--- config.mk ---
export PLATFORM = sky130hd
export DESIGN_NAME = lte_mask_acc
export DESIGN_NICKNAME = d
export VERILOG_FILES = /design/src/lte_pkg.sv /design/src/lte_mask_acc.sv
export SDC_FILE = /design/constraint.sdc
export NUM_CORES = 2
export LEC_CHECK = 0
export BUFFER_PORTS_ARGS = -buffer_cell sky130_fd_sc_hd__buf_2
export CAP_MARGIN = 25
export CORE_UTILIZATION = 45
export CTS_BUF_LIST = sky130_fd_sc_hd__clkbuf_16
export DETAILED_ROUTE_END_ITERATION = 7
export PLACE_DENSITY_LB_ADDON = 0.1
export SLEW_MARGIN = 20
export SYNTH_ARGS = -nofsm -noshare
export SYNTH_HDL_FRONTEND = slang
export SYNTH_SLANG_ARGS = --single-unit
--- constraint.sdc ---
create_clock -name clock -period 11 [get_ports clock]
set_input_delay 0.55 -clock clock [delete_from_list [all_inputs] [get_ports clock]]
set_output_delay 0.55 -clock clock [all_outputs]
set_load 0.02 [all_outputs]
--- src/lte_pkg.sv ---
`timescale 1ns / 1ps
// shared types and constants of the laws texture energy block
// no dependencies

package lte_pkg;

   // frame geometry, fixed by the beat field widths
   localparam int COORD_W    = 9;
   localparam int IMAGE_SIDE = 512;
   localparam int ADDR_W     = 2 * COORD_W;
   localparam int PIX_W      = 8;
   localparam int ENERGY_W   = 28;
   localparam int NUM_MASKS  = 9;
   localparam int MASK_IDX_W = 4;
   localparam int WIN_CFG_W  = 6;
   localparam int RESP_W     = 14;
   localparam int DSQ_W      = 11;

   localparam logic [WIN_CFG_W-1:0] WIN_RESET = 6'd51;

   // request codes
   localparam logic REQ_WRITE = 1'b0;
   localparam logic REQ_QUERY = 1'b1;

   // squared mask divisors, mask k = column vector k/3, row vector k%3
   localparam logic [NUM_MASKS-1:0][DSQ_W-1:0] MASK_DSQ = {
      11'd16, 11'd16, 11'd144,
      11'd16, 11'd16, 11'd144,
      11'd144, 11'd144, 11'd1296
   };

   typedef struct packed {
      logic               req_type;
      logic [COORD_W-1:0] row;
      logic [COORD_W-1:0] col;
      logic [PIX_W-1:0]   pixel;
   } req_beat_type;

   typedef struct packed {
      logic [ENERGY_W-1:0] energy_0;
      logic [ENERGY_W-1:0] energy_1;
      logic [ENERGY_W-1:0] energy_2;
      logic [ENERGY_W-1:0] energy_3;
      logic [ENERGY_W-1:0] energy_4;
      logic [ENERGY_W-1:0] energy_5;
      logic [ENERGY_W-1:0] energy_6;
      logic [ENERGY_W-1:0] energy_7;
      logic [ENERGY_W-1:0] energy_8;
   } rsp_beat_type;

   // sequencer to window/accumulator controls
   typedef struct packed {
      logic clear;
      logic cap0;
      logic cap1;
      logic shift;
      logic calc;
      logic accum;
   } acc_ctl_type;

endpackage

--- src/lte_mask_acc.sv ---
`timescale 1ns / 1ps
// 3x3 pixel window, nine mask responses and their squared-sum accumulators
// depends on lte_pkg

module lte_mask_acc #(
   parameter int ACC_W = 36
) (
   input  logic                                       clock,
   input  lte_pkg::acc_ctl_type                       ctl,
   input  logic [lte_pkg::PIX_W-1:0]                  rd_data,
   output logic [lte_pkg::NUM_MASKS-1:0][ACC_W-1:0]   acc
);

   localparam int SQ_W = 2 * lte_pkg::RESP_W;

   logic [lte_pkg::PIX_W-1:0] win_ff [0:2][0:2];
   logic [lte_pkg::PIX_W-1:0] ncol0_ff;
   logic [lte_pkg::PIX_W-1:0] ncol1_ff;
   logic signed [lte_pkg::RESP_W-1:0] p     [0:2][0:2];
   logic signed [lte_pkg::RESP_W-1:0] h     [0:2][0:2];
   logic signed [lte_pkg::RESP_W-1:0] s_in  [0:lte_pkg::NUM_MASKS-1];
   logic signed [lte_pkg::RESP_W-1:0] s_ff  [0:lte_pkg::NUM_MASKS-1];
   logic signed [SQ_W-1:0]            sq    [0:lte_pkg::NUM_MASKS-1];
   logic [lte_pkg::NUM_MASKS-1:0][ACC_W-1:0] acc_ff;

   // column capture and window shift, new column enters on the right
   always_ff @(posedge clock) begin
      if (ctl.cap0) begin
         ncol0_ff <= rd_data;
      end
      if (ctl.cap1) begin
         ncol1_ff <= rd_data;
      end
      if (ctl.shift) begin
         for (int i = 0; i < 3; i++) begin
            win_ff[i][0] <= win_ff[i][1];
            win_ff[i][1] <= win_ff[i][2];
         end
         win_ff[0][2] <= ncol0_ff;
         win_ff[1][2] <= ncol1_ff;
         win_ff[2][2] <= rd_data;
      end
   end

   // separable filtering: along each row first, then down the columns
   always_comb begin
      for (int i = 0; i < 3; i++) begin
         for (int j = 0; j < 3; j++) begin
            p[i][j] = $signed({{(lte_pkg::RESP_W - lte_pkg::PIX_W){1'b0}}, win_ff[i][j]});
         end
         h[0][i] = p[i][0] + (p[i][1] <<< 1) + p[i][2];
         h[1][i] = p[i][2] - p[i][0];
         h[2][i] = (p[i][1] <<< 1) - p[i][0] - p[i][2];
      end
      for (int b = 0; b < 3; b++) begin
         s_in[b]     = h[b][0] + (h[b][1] <<< 1) + h[b][2];
         s_in[3 + b] = h[b][2] - h[b][0];
         s_in[6 + b] = (h[b][1] <<< 1) - h[b][0] - h[b][2];
      end
   end

   // response register
   always_ff @(posedge clock) begin
      if (ctl.calc) begin
         for (int k = 0; k < lte_pkg::NUM_MASKS; k++) begin
            s_ff[k] <= s_in[k];
         end
      end
   end

   // squared responses at full product width
   always_comb begin
      for (int k = 0; k < lte_pkg::NUM_MASKS; k++) begin
         sq[k] = SQ_W'(s_ff[k]) * SQ_W'(s_ff[k]);
      end
   end

   // squared response accumulation
   always_ff @(posedge clock) begin
      if (ctl.clear) begin
         acc_ff <= '0;
      end else if (ctl.accum) begin
         for (int k = 0; k < lte_pkg::NUM_MASKS; k++) begin
            acc_ff[k] <= acc_ff[k] + ACC_W'($unsigned(sq[k]));
         end
      end
   end

   assign acc = acc_ff;

endmodule

Yosys cells after proc, flatten, opt, wreduce, memory -nomap -nowiden --
Memory sizes are Yosys's and may differ from the RTL's. Cells that the tools add are included.
Storage, ports and cells: input bits 15, flip-flop bits (word level) 340, memories 2, word-level logic and storage cells 65, output and inout port bits 324, bits in writable memories 198
Operators by class: $mul 9, add/subtract/negate cells 39, muxes and demuxes 4
Memory list:
- s_ff | words 9, bits a word 14, read ports 9, clocked after memory_dff 0, write ports 9, line lte_mask_acc.sv:22 | logic signed [lte_pkg::RESP_W-1:0] s_ff [0:lte_pkg::NUM_MASKS-1];
- win_ff | words 3, bits a word 24, read ports 3, clocked after memory_dff 0, write ports 3, line lte_mask_acc.sv:16 | logic [lte_pkg::PIX_W-1:0] win_ff [0:2][0:2];
Operators by type and width (number):
- 36-bit by 28-bit adder with 36-bit output | 9
- 14-bit by 14-bit multiplier with 28-bit output | 9
- 10-bit by 9-bit subtractor with 11-bit output | 4
- 10-bit by 8-bit adder with 11-bit output | 3
- 8-bit by 9-bit adder with 10-bit output | 3
- 9-bit by 8-bit subtractor with 10-bit output | 3
- 13-bit by 11-bit adder with 14-bit output | 2
- 8-bit by 8-bit subtractor with 9-bit output | 3
- 11-bit by 12-bit adder with 13-bit output | 2
- 12-bit by 11-bit subtractor with 13-bit output | 2
- 11-bit by 11-bit subtractor with 12-bit output | 2
- 13-bit by 11-bit subtractor with 14-bit output | 1
- 13-bit by 12-bit subtractor with 14-bit output | 1
- 11-bit by 9-bit adder with 12-bit output | 1
- 11-bit by 9-bit subtractor with 12-bit output | 1
- 9-bit by 10-bit adder with 11-bit output | 1
- 9-bit by 9-bit subtractor with 10-bit output | 1
- 1-bit two-way mux | 4

Logic depth before layout (Yosys ltp) --
An unclocked memory read counts as a cell.
depth in word-level cells 5, gate-level depth with buffers 37, depth with buffers taken out 35

Worst setup path after synthesis --
Ideal clock, no wire load.
path kind reg2reg, from mem s_ff[0][46] in the netlist's numbering, to reg acc_ff, in the netlist acc[137], arrival time 7.845 ns, cell stages (with the launch flop) 31, setup time 0.123 ns, buffers on the path 2, clock period less this slack 7.968 ns, slack 3.032 ns, data required time 10.877 ns, path through edfxtp_1 clkbuf_1 clkbuf_1 nand2_1 fa_1 fa_1 inv_1 fa_1 inv_1 fa_1 inv_1 fa_1 inv_1 fa_1 inv_1 ha_1 or3_4 a311oi_2 o311ai_1 o31a_1 a41o_1 o41a_1 a21oi_1 xnor2_1 ha_1 and3_1 a211oi_2 o21bai_1 a21oi_1 o21ai_1 mux2_1
RTL lines:
- start, declared | line lte_mask_acc.sv:22
- end signal, assigned by index | line lte_mask_acc.sv:84 | acc_ff[k] <= acc_ff[k] + ACC_W'($unsigned(sq[k]));
- end, declared | line lte_mask_acc.sv:24 | logic [lte_pkg::NUM_MASKS-1:0][ACC_W-1:0] acc_ff;

==> qor.csv <==
metric,value,unit
multi_input_area,71700,sq um
placedCellCount,13088,
htreeDepth,3,
cp_data_required_time,11620,ps
worstSetupStartpointType,flip-flop,
numCtsBuffers,74,
hp-start,rd_data[2],
post-route-util,48.7,%
crit_top_cell,fa_1,
tritoncts,done,
area_growth,7.42,%
critical_path_arrival,9570,ps
cp_slowest_cell,edfxtp_1,
final_hold_viol_count,0,
io_buffers,338,
startpoint,s_ff[0][70],
synth-edff-count,194,
async_flop_share,0,%
fin_cells,13228,
yosysTopAreaCellShare,30.8,%
grt_max_degree,91,
tightest_slew,993,ps
grtUsageTotal,22.6,%
cts_max_path_buffers,3,
avgViaCountPerCell,5.15,
hpwl,193000,um
ys_seq_elements,518,
finalSetupTns,0,ps
num_vias,68076,
ys.flop_type,dfxtp_1,
yosys_warnings,0,
clk_pin_slew,60,ps
fin_skew,37.5,ps
period_needed,8950,ps
dr.pass1.iters,7,
max_stage_delay,900,ps
ys_top_cells_by_count,"inv_1, fa_1, ha_1",
worstSetupEndpointType,flip-flop,
worstPathMaxFanout,20,
cts-root-buf,clkbuf_16,
die_h,457,um
final_layout_size_suffix_gt1_share,5.29,%
crit_type,reg -> reg,
status,completed,
max_freq,112,MHz
fp.dieArea,209000,sq um
die_width,457,um
syn_area_per_cell,9.06,sq um
rsz0062_at_grt,false,
final_nets,13032,
hp-class,in -> reg,
relSlewSlack,33.3,%
syn_area,93100,sq um
ff_latch_area,12300,sq um
r2r_start,s_ff[0][70],
rows,166,
synthTopCellsByArea,"fa_1, ha_1, inv_1",
setup_viol,0,
wire_per_inst,17.5,um
drv_cap,0,
insertion_delay,730,ps
nFillCells,19622,
synthDistinctLibCells,89,
drt_iter0_drc,2923,
wl,231000,um
synth_most_common_cell,inv_1,
ctsResizeCount,0,
synth-seq-area-share,13.2,%
cts.sinks,518,
grt_pass1_wl,381000,um
gp_congestion,0.887,
top_level_ports,339,
slew_violations,0,
ant_nets,0,
initial_core_util,45.4,%
synth_top_area_cell,fa_1,
min_period_over_period,81.3,%
grt_remaining_overflow,0,
synth_cells,10276,
core_area,205000,sq um
drc_errors,0,
grt_pass1_vias,71512,
antenna_found_initial,17,
-- critical path, delay by kind of cell, from the launching register on --
kind                     cells  cell delay (ps)
XOR/XNOR                     1              160
AND/OR/NAND/NOR              6             1580
buffers and inverters        5              930
AO/OA/AOI/OAI               12             2420
adder cells (fa/ha/maj)      7             2860
flip-flops                   1              900
-- cells by family after synthesis --
group	Yosys count	synth area share, %
adder cells (fa/ha/maj)	2540	45.7
buffers and inverters	2442	9.84
AND/OR/NAND/NOR	2304	11.6
AO/OA/AOI/OAI	1567	10.9
XOR/XNOR	724	6.81
flip-flops	518	13.2
multiplexers	179	1.96
other	2	0.00806
-- worst paths after layout --
path	end	slack, ps	depth (start not counted)
hold reg to reg	win_ff[0][7]	420	0
setup / recovery	acc[175]	2050	31
setup reg to reg	acc[175]	2050	31
hold / removal	ncol0_ff[2]	70	1
-- cells in the final DEF (no fill, tap or decap), types with 122 or more instances in the layout --
master / instances
nand2_1: 644
a21o_1: 233
edfxtp_1: 194
dfxtp_1: 324
fa_1: 1432
xnor2_1: 499
buf_2: 334
inv_1: 2201
nor2_1: 743
o21ai_0: 206
xor2_1: 225
nor2b_1: 122
ha_1: 1108
mux2i_1: 152
a21oi_1: 474
and2_1: 271
-- stage by stage --
step,cell area [sq um],setup WS [ps],hold WS [ps]
after floorplan,93100,3030,400
after global placement,97500,2210,402
after detailed placement,97500,2090,405
after CTS,100000,2010,6.63
after global routing,100000,1400,53.2
final,100000,2050,72.4
-- area by class of cell --
class	instances	area share, %
Inverter	2198	8.25
Clock inverter	60	0.577
Clock buffer	77	1.93
Tap cell	2688	3.36
Timing Repair Buffer	364	1.93
Sequential cell	518	12.3
Multi-Input combinational cell	7321	71.6
Antenna cell	2	0.00500
-- state kept, by name, indices dropped and copies added (netlist names) --
| signal | count |
|---|---|
| acc | 324 |
| ncol0_ff | 8 |
| ncol1_ff | 8 |
| s_ff | 106 |
| win_ff | 72 |
-- per-layer routing --
metal | global-route usage, % | wire length, um | vias up
met5 | 0 | 0 | -
met4 | 4.46 | 4060 | 0
met3 | 2.15 | 7310 | 206
met2 | 38.9 | 112000 | 979
met1 | 30.8 | 107000 | 33764
li1 | - | - | 33127
-- what timing repair did --
action                                 in CTS  in global routing
setup endpoints to repair                   0                  0
hold buffers                                1                  0
setup buffers                               0                  0
endpoints found under the hold margin       3                  0
Power is not shown: default switching activity piles up to over one toggle a cycle in this logic, so the estimate is an artifact.
