===== config.mk =====
export PLATFORM = sky130hd
export DESIGN_NAME = lte_divider
export DESIGN_NICKNAME = d
export VERILOG_FILES = /design/src/lte_divider.sv
export SDC_FILE = /design/constraint.sdc
export NUM_CORES = 1
export LEC_CHECK = 0
export ABC_AREA = 1
export ABC_CLOCK_PERIOD_IN_PS = 2500
export BUFFER_PORTS_ARGS = -buffer_cell sky130_fd_sc_hd__clkbuf_2
export CORE_AREA = 2 2 131 133
export DETAILED_ROUTE_END_ITERATION = 7
export DIE_AREA = 0 0 133 135
export HOLD_SLACK_MARGIN = 0.03
export SLEW_MARGIN = 20
export SYNTH_ARGS = -nofsm -noshare
export SYNTH_HDL_FRONTEND = slang
export SYNTH_SLANG_ARGS = --single-unit

===== constraint.sdc =====
create_clock -name clock -period 2.5 [get_ports clock]
set_input_delay 0 -clock clock [delete_from_list [all_inputs] [get_ports clock]]
set_output_delay 0 -clock clock [all_outputs]
set_load 0.02 [all_outputs]

===== src/lte_divider.sv =====
`timescale 1ns / 1ps
// restoring divider, one quotient bit per cycle
// depends on nothing outside this file

module lte_divider #(
   parameter int NUM_W = 44,
   parameter int DEN_W = 23
) (
   input  logic             clock,
   input  logic             reset,
   input  logic             start,
   input  logic [NUM_W-1:0] num,
   input  logic [DEN_W-1:0] den,
   output logic             done,
   output logic [NUM_W-1:0] quot
);

   localparam int CNT_W = $clog2(NUM_W + 1);

   logic             busy_ff;
   logic             done_ff;
   logic [CNT_W-1:0] cnt_ff;
   logic [NUM_W-1:0] q_ff;
   logic [DEN_W-1:0] den_ff;
   logic [DEN_W:0]   rem_ff;
   logic [DEN_W:0]   rem_sh;
   logic             fits;

   // one restoring step
   always_comb begin
      rem_sh = {rem_ff[DEN_W-1:0], q_ff[NUM_W-1]};
      fits   = rem_sh >= {1'b0, den_ff};
   end

   // control
   always_ff @(posedge clock) begin
      if (reset) begin
         busy_ff <= 1'b0;
         done_ff <= 1'b0;
         cnt_ff  <= '0;
      end else begin
         done_ff <= 1'b0;
         if (start) begin
            busy_ff <= 1'b1;
            cnt_ff  <= CNT_W'(NUM_W);
         end else if (busy_ff) begin
            cnt_ff <= cnt_ff - 1'b1;
            if (cnt_ff == CNT_W'(1)) begin
               busy_ff <= 1'b0;
               done_ff <= 1'b1;
            end
         end
      end
   end

   // datapath
   always_ff @(posedge clock) begin
      if (start) begin
         q_ff   <= num;
         den_ff <= den;
         rem_ff <= '0;
      end else if (busy_ff) begin
         rem_ff <= fits ? (rem_sh - {1'b0, den_ff}) : rem_sh;
         q_ff   <= {q_ff[NUM_W-2:0], fits};
      end
   end

   assign done = done_ff;
   assign quot = q_ff;

   // handshake checks
   assert property (@(posedge clock) disable iff (reset) start |-> !busy_ff)
      else $error("divider started while busy");
   assert property (@(posedge clock) disable iff (reset) start |=> busy_ff)
      else $error("divider did not go busy after start");
   assert property (@(posedge clock) disable iff (reset) done_ff |-> !busy_ff)
      else $error("divider done while still busy");

endmodule


After elaboration in Yosys (flattened, before gate mapping). Index checks and enable logic that the tools add are counted.

Input port bits: 70. Word-level logic and storage cells: 24. Bits in registers: 98.

Equality and inequality tests: 1. Muxes and demuxes: 9. Order comparisons: 1. Reductions and logical operators: 3. Add/sub/neg operators: 2. Bitwise logic cells: 1.

Operators with widths (number): 44-bit two-way mux (2); 24-bit by 23-bit greater-or-equal comparator with 1-bit output (1); 23-bit two-way mux (1); 23-bit subtractor (1); 6-bit two-way mux (2); 6-bit by 1-bit equality test with 1-bit output (second input constant) (1); 6-bit by 1-bit subtractor with 6-bit output (second input constant) (1); 1-bit two-way mux (4); 3-bit OR reduction (1); 2-bit nonzero test (1); 2-bit OR reduction (1); 1-bit NOT (1).

Longest topological paths before layout. Gate-level depths: netlist of run 1.

Depth after elaboration: 4. Gate-level depth with buffers: 16. Depth with buffers taken out: 14.

Least setup slack after synthesis of run 1. Ideal clock, no wire load.

Path kind: register -> register. Start: register q_ff[43], in the netlist quot[43]. End: register rem_ff[12]. Data required time: 2.388 ns. Arrival: 2.055 ns. Path slack: 0.333 ns. Clock period less this slack: 2.167 ns. Stages on the path, launching flop included: 16. Library setup time: 0.112 ns. Path through: edfxtp_1 -> inv_1 -> ha_1 -> fa_1 -> inv_1 -> nand2_1 -> nand2_1 -> nand3_1 -> nand2_2 -> nand2_1 -> nand4_2 -> buf_6 -> buf_4 -> nand2_1 -> nand2_1 -> nand2_1.

Word-level cells in the longest chain between the ends: 2.

RTL lines: start, declared (line 23) `logic [NUM_W-1:0] q_ff;`; start signal, assigned (line 59) `q_ff <= num;`; start signal, assigned (line 64) `q_ff <= {q_ff[NUM_W-2:0], fits};`; 23-bit subtractor / 24-bit by 23-bit greater-or-equal comparator with 1-bit output (equally long branches) (line 63, 32); 23-bit two-way mux (*) (line 63) `rem_ff <= fits ? (rem_sh - {1'b0, den_ff}) : rem_sh;`; end signal, assigned (line 63); end, declared (line 25) `logic [DEN_W:0] rem_ff;`.

Mark *: on every way between the ends. The rest lies on a longest branch, timed or not. A chain may end at the register's enable or synchronous reset.

Worst setup path in the final report of run 1.
Start: register q_ff[43], in the netlist quot[43]. End: register rem_ff[17].

The elaborated chain is that of the path after synthesis.

==> results of run 1 <==
[metal layers]
layer | GRT usage, % | share of wire [%] | vias up
met5 | 0 | 0 | -
met4 | 4.66 | 1.3 | 0
met3 | 6.01 | 6.3 | 13
met2 | 27.1 | 45 | 127
met1 | 21.0 | 47 | 2281
li1 | - | - | 2742
[what timing repair did]
item / 4_1_cts / 5_1_grt
hold endpoints to repair: 71 / 0
buffers inserted: 0 / 0
setup endpoints to repair: 0 / 0
hold buffers: 68 / 0
[registers in the layout, summed over array words and instances (netlist names)]
signal and count:
busy_ff 1, cnt_ff 6, den_ff 23, done 1
quot 44, rem_ff 23
[worst paths after layout]
kind | from | cells after the start | end | slack, ns
worst max-delay path | quot[43] | 14 | rem_ff[17] | 0.22
worst min-delay path | start | 1 | den_ff[22] | 0.23
worst max register to register | quot[43] | 14 | rem_ff[17] | 0.22
worst min register to register | rem_ff[22] | 2 | rem_ff[22] | 0.48
[logic make-up after synthesis]
| group | after synthesis | synth area share, % |
|---|---|---|
| AO/OA/AOI/OAI | 27 | 2.63 |
| XOR/XNOR | 12 | 1.84 |
| adder cells (fa/ha/maj) | 26 | 5.83 |
| flip-flops | 98 | 46.1 |
| buffers and inverters | 123 | 8.72 |
| AND/OR/NAND/NOR | 488 | 34.9 |
[synth_stat cells, types with 2 or more instances]
| master | number |
|---|---|
| and2_1 | 2 |
| nor2_1 | 59 |
| nand2_2 | 2 |
| o21ai_0 | 5 |
| clkbuf_1 | 10 |
| a21oi_1 | 16 |
| nor4_1 | 3 |
| edfxtp_1 | 67 |
| a211oi_1 | 2 |
| inv_1 | 102 |
| xor2_1 | 4 |
| o21bai_1 | 3 |
| buf_6 | 2 |
| nand4_1 | 5 |
| nand3b_1 | 3 |
| dfxtp_1 | 31 |
| nor2_2 | 21 |
| nand3_1 | 28 |
| buf_1 | 5 |
| nand2_1 | 358 |
| ha_1 | 25 |
| nor2_4 | 2 |
| nor3_1 | 4 |
| xnor2_1 | 8 |
[critical path, stage by stage (launching register included)]
cell	delay, ns
edfxtp_1	0.38
inv_1	0.06
ha_1	0.23
fa_1	0.41
inv_1	0.09
nand2_1	0.05
nand2_1	0.07
nand3_1	0.08
nand2_2	0.12
nand2_1	0.07
nand4_2	0.11
buf_12	0.24
nand3_1	0.11
nand2_1	0.08
nand2_1	0.05
[cell type report]
| cell class | instances | area, um2 | share of cell area [%] |
|---|---|---|---|
| sequential | 98 | 2630 | 35.2 |
| multi-input combinational | 553 | 2580 | 34.4 |
| timing repair buffer | 188 | 1310 | 17.5 |
| inverter | 103 | 387 | 5.16 |
| tap | 220 | 275 | 3.68 |
| clock buffer | 9 | 225 | 3.01 |
| clock inverter | 7 | 81.3 | 1.09 |
[power breakdown]
part / total [uW] / internal, uW / switching, uW
clock network: 1450 / 794 / 660
logic: 663 / 263 / 401
registers: 1940 / 1870 / 63.7
total: 4050 / 2930 / 1120
[metrics by stage]
| step | worst slack [ns] | hold slack (ns) |
|---|---|---|
| after floorplan | 0.333 | 0.0785 |
| after global placement | 0.367 | 0.178 |
| after detailed placement | 0.257 | 0.179 |
| after CTS | 0.227 | 0.232 |
| after global routing | 0.00918 | 0.238 |
| final | 0.219 | 0.227 |
==> impl_metrics.py, run 1 <==
metrics = {
    "outcome": {
        "status": "finished clean",
    },
    "clock_tree": {
        "worstSkewPairLatency_ns": 0.35,
        "cts_tree": "yes",
        "clock-sinks": 98,
        "cts_max_level": 3,
        "post_cts_resized": 0,
        "clkSlewWorstSetupHoldPaths_ns": 0.07,
        "root_buffer": "clkbuf_16",
        "cts.path.max_buffers": 2,
        "cts-buffers-inserted": 9,
    },
    "route": {
        "drc": 0,
        "drtIter0Drc": 263,
        "wire_per_inst_um": 12.1,
        "via_per_inst": 4.38,
        "routed_wl_um": 14200,
        "drt_pass1_iterations": 4,
        "routed-via-count": 5163,
        "ant_nets": 0,
    },
    "timing": {
        "period_needed_ns": 2.28,
        "max_freq_ghz": 0.438,
        "hold_viol": 0,
        "slew_headroom_pct": 38.3,
        "slew_violations": 0,
        "setup-violations-final": 0,
        "tightest_slew_ns": 0.925,
        "fin_crit_sh_pct": 91.2,
        "fin_setup_tns_ns": 0,
        "fin_skew_ns": 0.00837,
        "rsz0062_at_grt": "false",
    },
    "final_layout": {
        "stdcell_area_um2": 7490,
        "nets": 1049,
        "final_common_cell": "nand2_1",
        "drive_above_1_share_pct": 17.0,
        "postLayoutCoreUtil_pct": 45.6,
        "area.growth.synth_to_final_pct": 31.2,
        "stdcell_count": 1178,
        "fillCellCount": 1642,
        "diodes": 0,
        "final_cell_mix": "358 x nand2_1, 114 x clkbuf_2, 102 x inv_1",
    },
    "die": {
        "die_w_um": 133,
        "dieArea_um2": 18000,
        "start_util_pct": 34.8,
        "core_um2": 16400,
        "rows": 47,
        "ioPinCount": 115,
        "die_height_um": 135,
    },
    "synthesis": {
        "ys.flop_type": "edfxtp_1",
        "syn_inst": 774,
        "postSynth.asyncResetShare_pct": 0,
        "syn_area_um2": 5710,
        "synth_area_per_cell_um2": 7.37,
        "synth_nets": 870,
        "synth_enable_flop_cells": 67,
        "synth-warning-count": 0,
        "yosysSeqAreaShare_pct": 46.1,
        "synthDistinctLibCells": 31,
        "synthTopCellsByArea": "edfxtp_1 35%, nand2_1 24%, dfxtp_1 11%",
        "ys_ff_latch": 98,
        "yosysTopAreaCellShare_pct": 35.2,
        "yosysTopAreaCell": "edfxtp_1",
    },
    "power": {
        "p_per_area_nw_per_um2": 541,
        "total_power_uw": 4050,
        "p_leak_uw": 0.00377,
        "ir_drop_uv": 483,
    },
    "setup_path": {
        "path_max_fanout": 47,
        "crit_path_end_kind": "register",
        "cp-start-kind": "register",
        "arrival_ns": 2.53,
        "required_ns": 2.74,
        "path_class": "register to register",
    },
    "placement": {
        "placed_cells": 1094,
        "port_buffers": 114,
        "dp_hpwl_um": 10100,
        "place_area_um2": 6500,
        "place.gp.congestion": 0.855,
    },
    "job": {
        "maxCapViolCount": 0,
    },
    "global_route": {
        "grt_max_degree": 57,
        "grt_pass1_vias": 4975,
        "grt-ovfl-total": 0,
        "antenna_found_initial": 0,
        "grt_pass1_wl_um": 24000,
        "grt_use_total_pct": 16.7,
    },
    "min_path": {
        "hold_class": "input port to register",
    },
}
Note: power is estimated with default switching activity, not from simulation.
==> run 2: changes to the inputs <==
Settings changed: ABC_CLOCK_PERIOD_IN_PS 2500 to 2600, SLEW_MARGIN 20 to not set.
Clock period 2.5 ns to 2.6 ns, I/O delays scaled along.
==> run 2 against run 1 <==
Against the previous run:
- maximum frequency up 2.7%
- sequential cell count unchanged
- final cell count about the same
- setup slack better by 0.16 ns
- wire length down 0.21%
- die area unchanged
- first-iteration DRC count down 2.3%
- via count down 0.43%
- global-route usage down 0.15 points
- clock skew up 0.0024 ns
- largest power group unchanged
==> impl_metrics.py, run 2 (synthesis gave the netlist of run 1 again) <==
metrics = {
    "setup_path": {
        "crit_path_end_kind": "register",
        "reg2reg_from": "quot[43]",
        "crit_path_frequent_cell": "nand2_1",
        "slowest_stage": "fa_1",
        "r2r_end": "rem_ff[0]",
        "crit_path_cell_trace": "inv_1 -> ha_1 -> fa_1 -> inv_1 -> nand2_1 -> nand2_1 -> nand3_1 -> nand2_2 -> nand2_1 -> nand4_2 -> buf_12 -> nor2_1 -> nor2_1 -> nand2_1 -> nand2_1",
        "reg2reg_slack_ns": 0.38,
        "path_max_fanout": 47,
        "required_ns": 2.90,
        "arrival_ns": 2.53,
        "reg2reg_depth": 15,
        "path_class": "register to register",
        "cp-start-kind": "register",
        "slowest_delay_ns": 0.40,
    },
    "timing": {
        "fin_crit_sh_pct": 85.4,
        "timing.hold.ws_ns": 0.122,
        "period_needed_ns": 2.22,
        "slew_headroom_pct": 39.5,
        "fin_skew_ns": 0.0107,
        "max_freq_ghz": 0.450,
        "hold_viol": 0,
        "slew_violations": 0,
        "setup-violations-final": 0,
        "fin_setup_tns_ns": 0,
        "rsz0062_at_grt": "false",
        "setup_slack_ns": 0.378,
        "tightest_slew_ns": 0.907,
    },
    "die": {
        "core_um2": 16400,
        "start_util_pct": 34.8,
        "die_w_um": 133,
        "rows": 47,
        "dieArea_um2": 18000,
        "ioPinCount": 115,
        "die_height_um": 135,
    },
    "route": {
        "routed-via-count": 5141,
        "routed_wl_um": 14200,
        "ant_nets": 0,
        "drtIter0Drc": 257,
        "wire_per_inst_um": 12.1,
        "via_per_inst": 4.37,
        "drt_pass1_iterations": 5,
        "drc": 0,
    },
    "job": {
        "maxCapViolCount": 0,
    },
    "min_path": {
        "hold_class": "input port to register",
        "hp-start": "start",
        "hold_end": "den_ff[21]",
        "hold_depth": 1,
    },
    "clock_tree": {
        "root_buffer": "clkbuf_16",
        "cts.path.max_buffers": 2,
        "post_cts_resized": 0,
        "cts_tree": "yes",
        "cts-buffers-inserted": 9,
        "cts_max_level": 3,
        "clock-sinks": 98,
        "worstSkewPairLatency_ns": 0.36,
        "clkSlewWorstSetupHoldPaths_ns": 0.07,
    },
    "power": {
        "p_leak_uw": 0.00377,
        "p_per_area_nw_per_um2": 525,
        "ir_drop_uv": 355,
    },
    "final_layout": {
        "fillCellCount": 1599,
        "final_cell_mix": "358 x nand2_1, 114 x clkbuf_2, 102 x inv_1",
        "drive_above_1_share_pct": 16.9,
        "nets": 1048,
        "area.growth.synth_to_final_pct": 31.2,
        "diodes": 0,
        "final_common_cell": "nand2_1",
        "stdcell_count": 1177,
        "largest_reg_flops": 44,
    },
    "global_route": {
        "grt-ovfl-total": 0,
        "grt_max_degree": 64,
        "grt_pass1_wl_um": 23700,
        "grt_pass1_vias": 4972,
        "antenna_found_initial": 0,
        "grt_use_total_pct": 16.5,
    },
    "placement": {
        "place.gp.congestion": 0.842,
        "port_buffers": 114,
        "pre_cts_slack_ns": 0.371,
        "placed_cells": 1093,
        "dp_hpwl_um": 9790,
    },
    "outcome": {
        "status": "finished clean",
    },
}
run 2: cell count changes in the layout (fill, tap and decap cells not counted), sizes merged:
cell  previous run  this run
buf              6         5
run 2: worst max-delay path by stage:
stage          startpoint    endpoint  slack (ns)
3_5_place_dp     quot[43]  rem_ff[18]        0.37
2_1_floorplan    quot[43]  rem_ff[12]        0.43
4_1_cts          quot[43]  rem_ff[18]        0.35
6_report         quot[43]   rem_ff[0]        0.38
3_3_place_gp     quot[43]  rem_ff[13]        0.48
5_1_grt          quot[43]   rem_ff[0]        0.17
run 2: power by group:
part           total, uW  switching [uW]  internal, uW
Combinational        637             386           251
Sequential          1860            61.9          1800
Clock               1430             660           774
Total               3930            1110          2820
run 2: final cells by class:
| type | count | area (um2) | area share [%] |
|---|---|---|---|
| clock inverter | 7 | 92.6 | 1.24 |
| inverter | 103 | 387 | 5.16 |
| sequential | 98 | 2630 | 35.1 |
| timing repair buffer | 187 | 1300 | 17.4 |
| tap | 220 | 275 | 3.67 |
| multi-input combinational | 553 | 2580 | 34.4 |
| clock buffer | 9 | 225 | 3.01 |
run 2: metrics by stage:
step / util [%] / power, uW / area (um2)
2_1_floorplan: - / 2240 / 5710
3_3_place_gp: 39.6 / 2450 / 6490
3_5_place_dp: 39.6 / 2450 / 6490
4_1_cts: 45.7 / 3980 / 7490
5_1_grt: 45.7 / 4110 / 7490
6_report: 45.7 / 3930 / 7490
run 2: worst max-delay path, delay by kind of cell (launching register included):
family / cells / cell delay [ns]
AND/OR/NAND/NOR: 10 / 0.79
adder cells (fa/ha/maj): 2 / 0.61
flip-flops: 1 / 0.37
buffers and inverters: 3 / 0.37
run 2: layer usage:
metal,part of all wire [%],wire [um],global-route usage [%],up-vias
li1,-,-,-,2742
met1,47,6700,20.5,2260
met2,45,6360,27.3,121
met3,6.3,890,5.22,18
met4,1.7,240,5.62,0
met5,0,0,0,-
run 2: repair_timing:
action	CTS	global route
hold buffers	68	0
buffers inserted	0	0
endpoints found under the hold margin	71	0
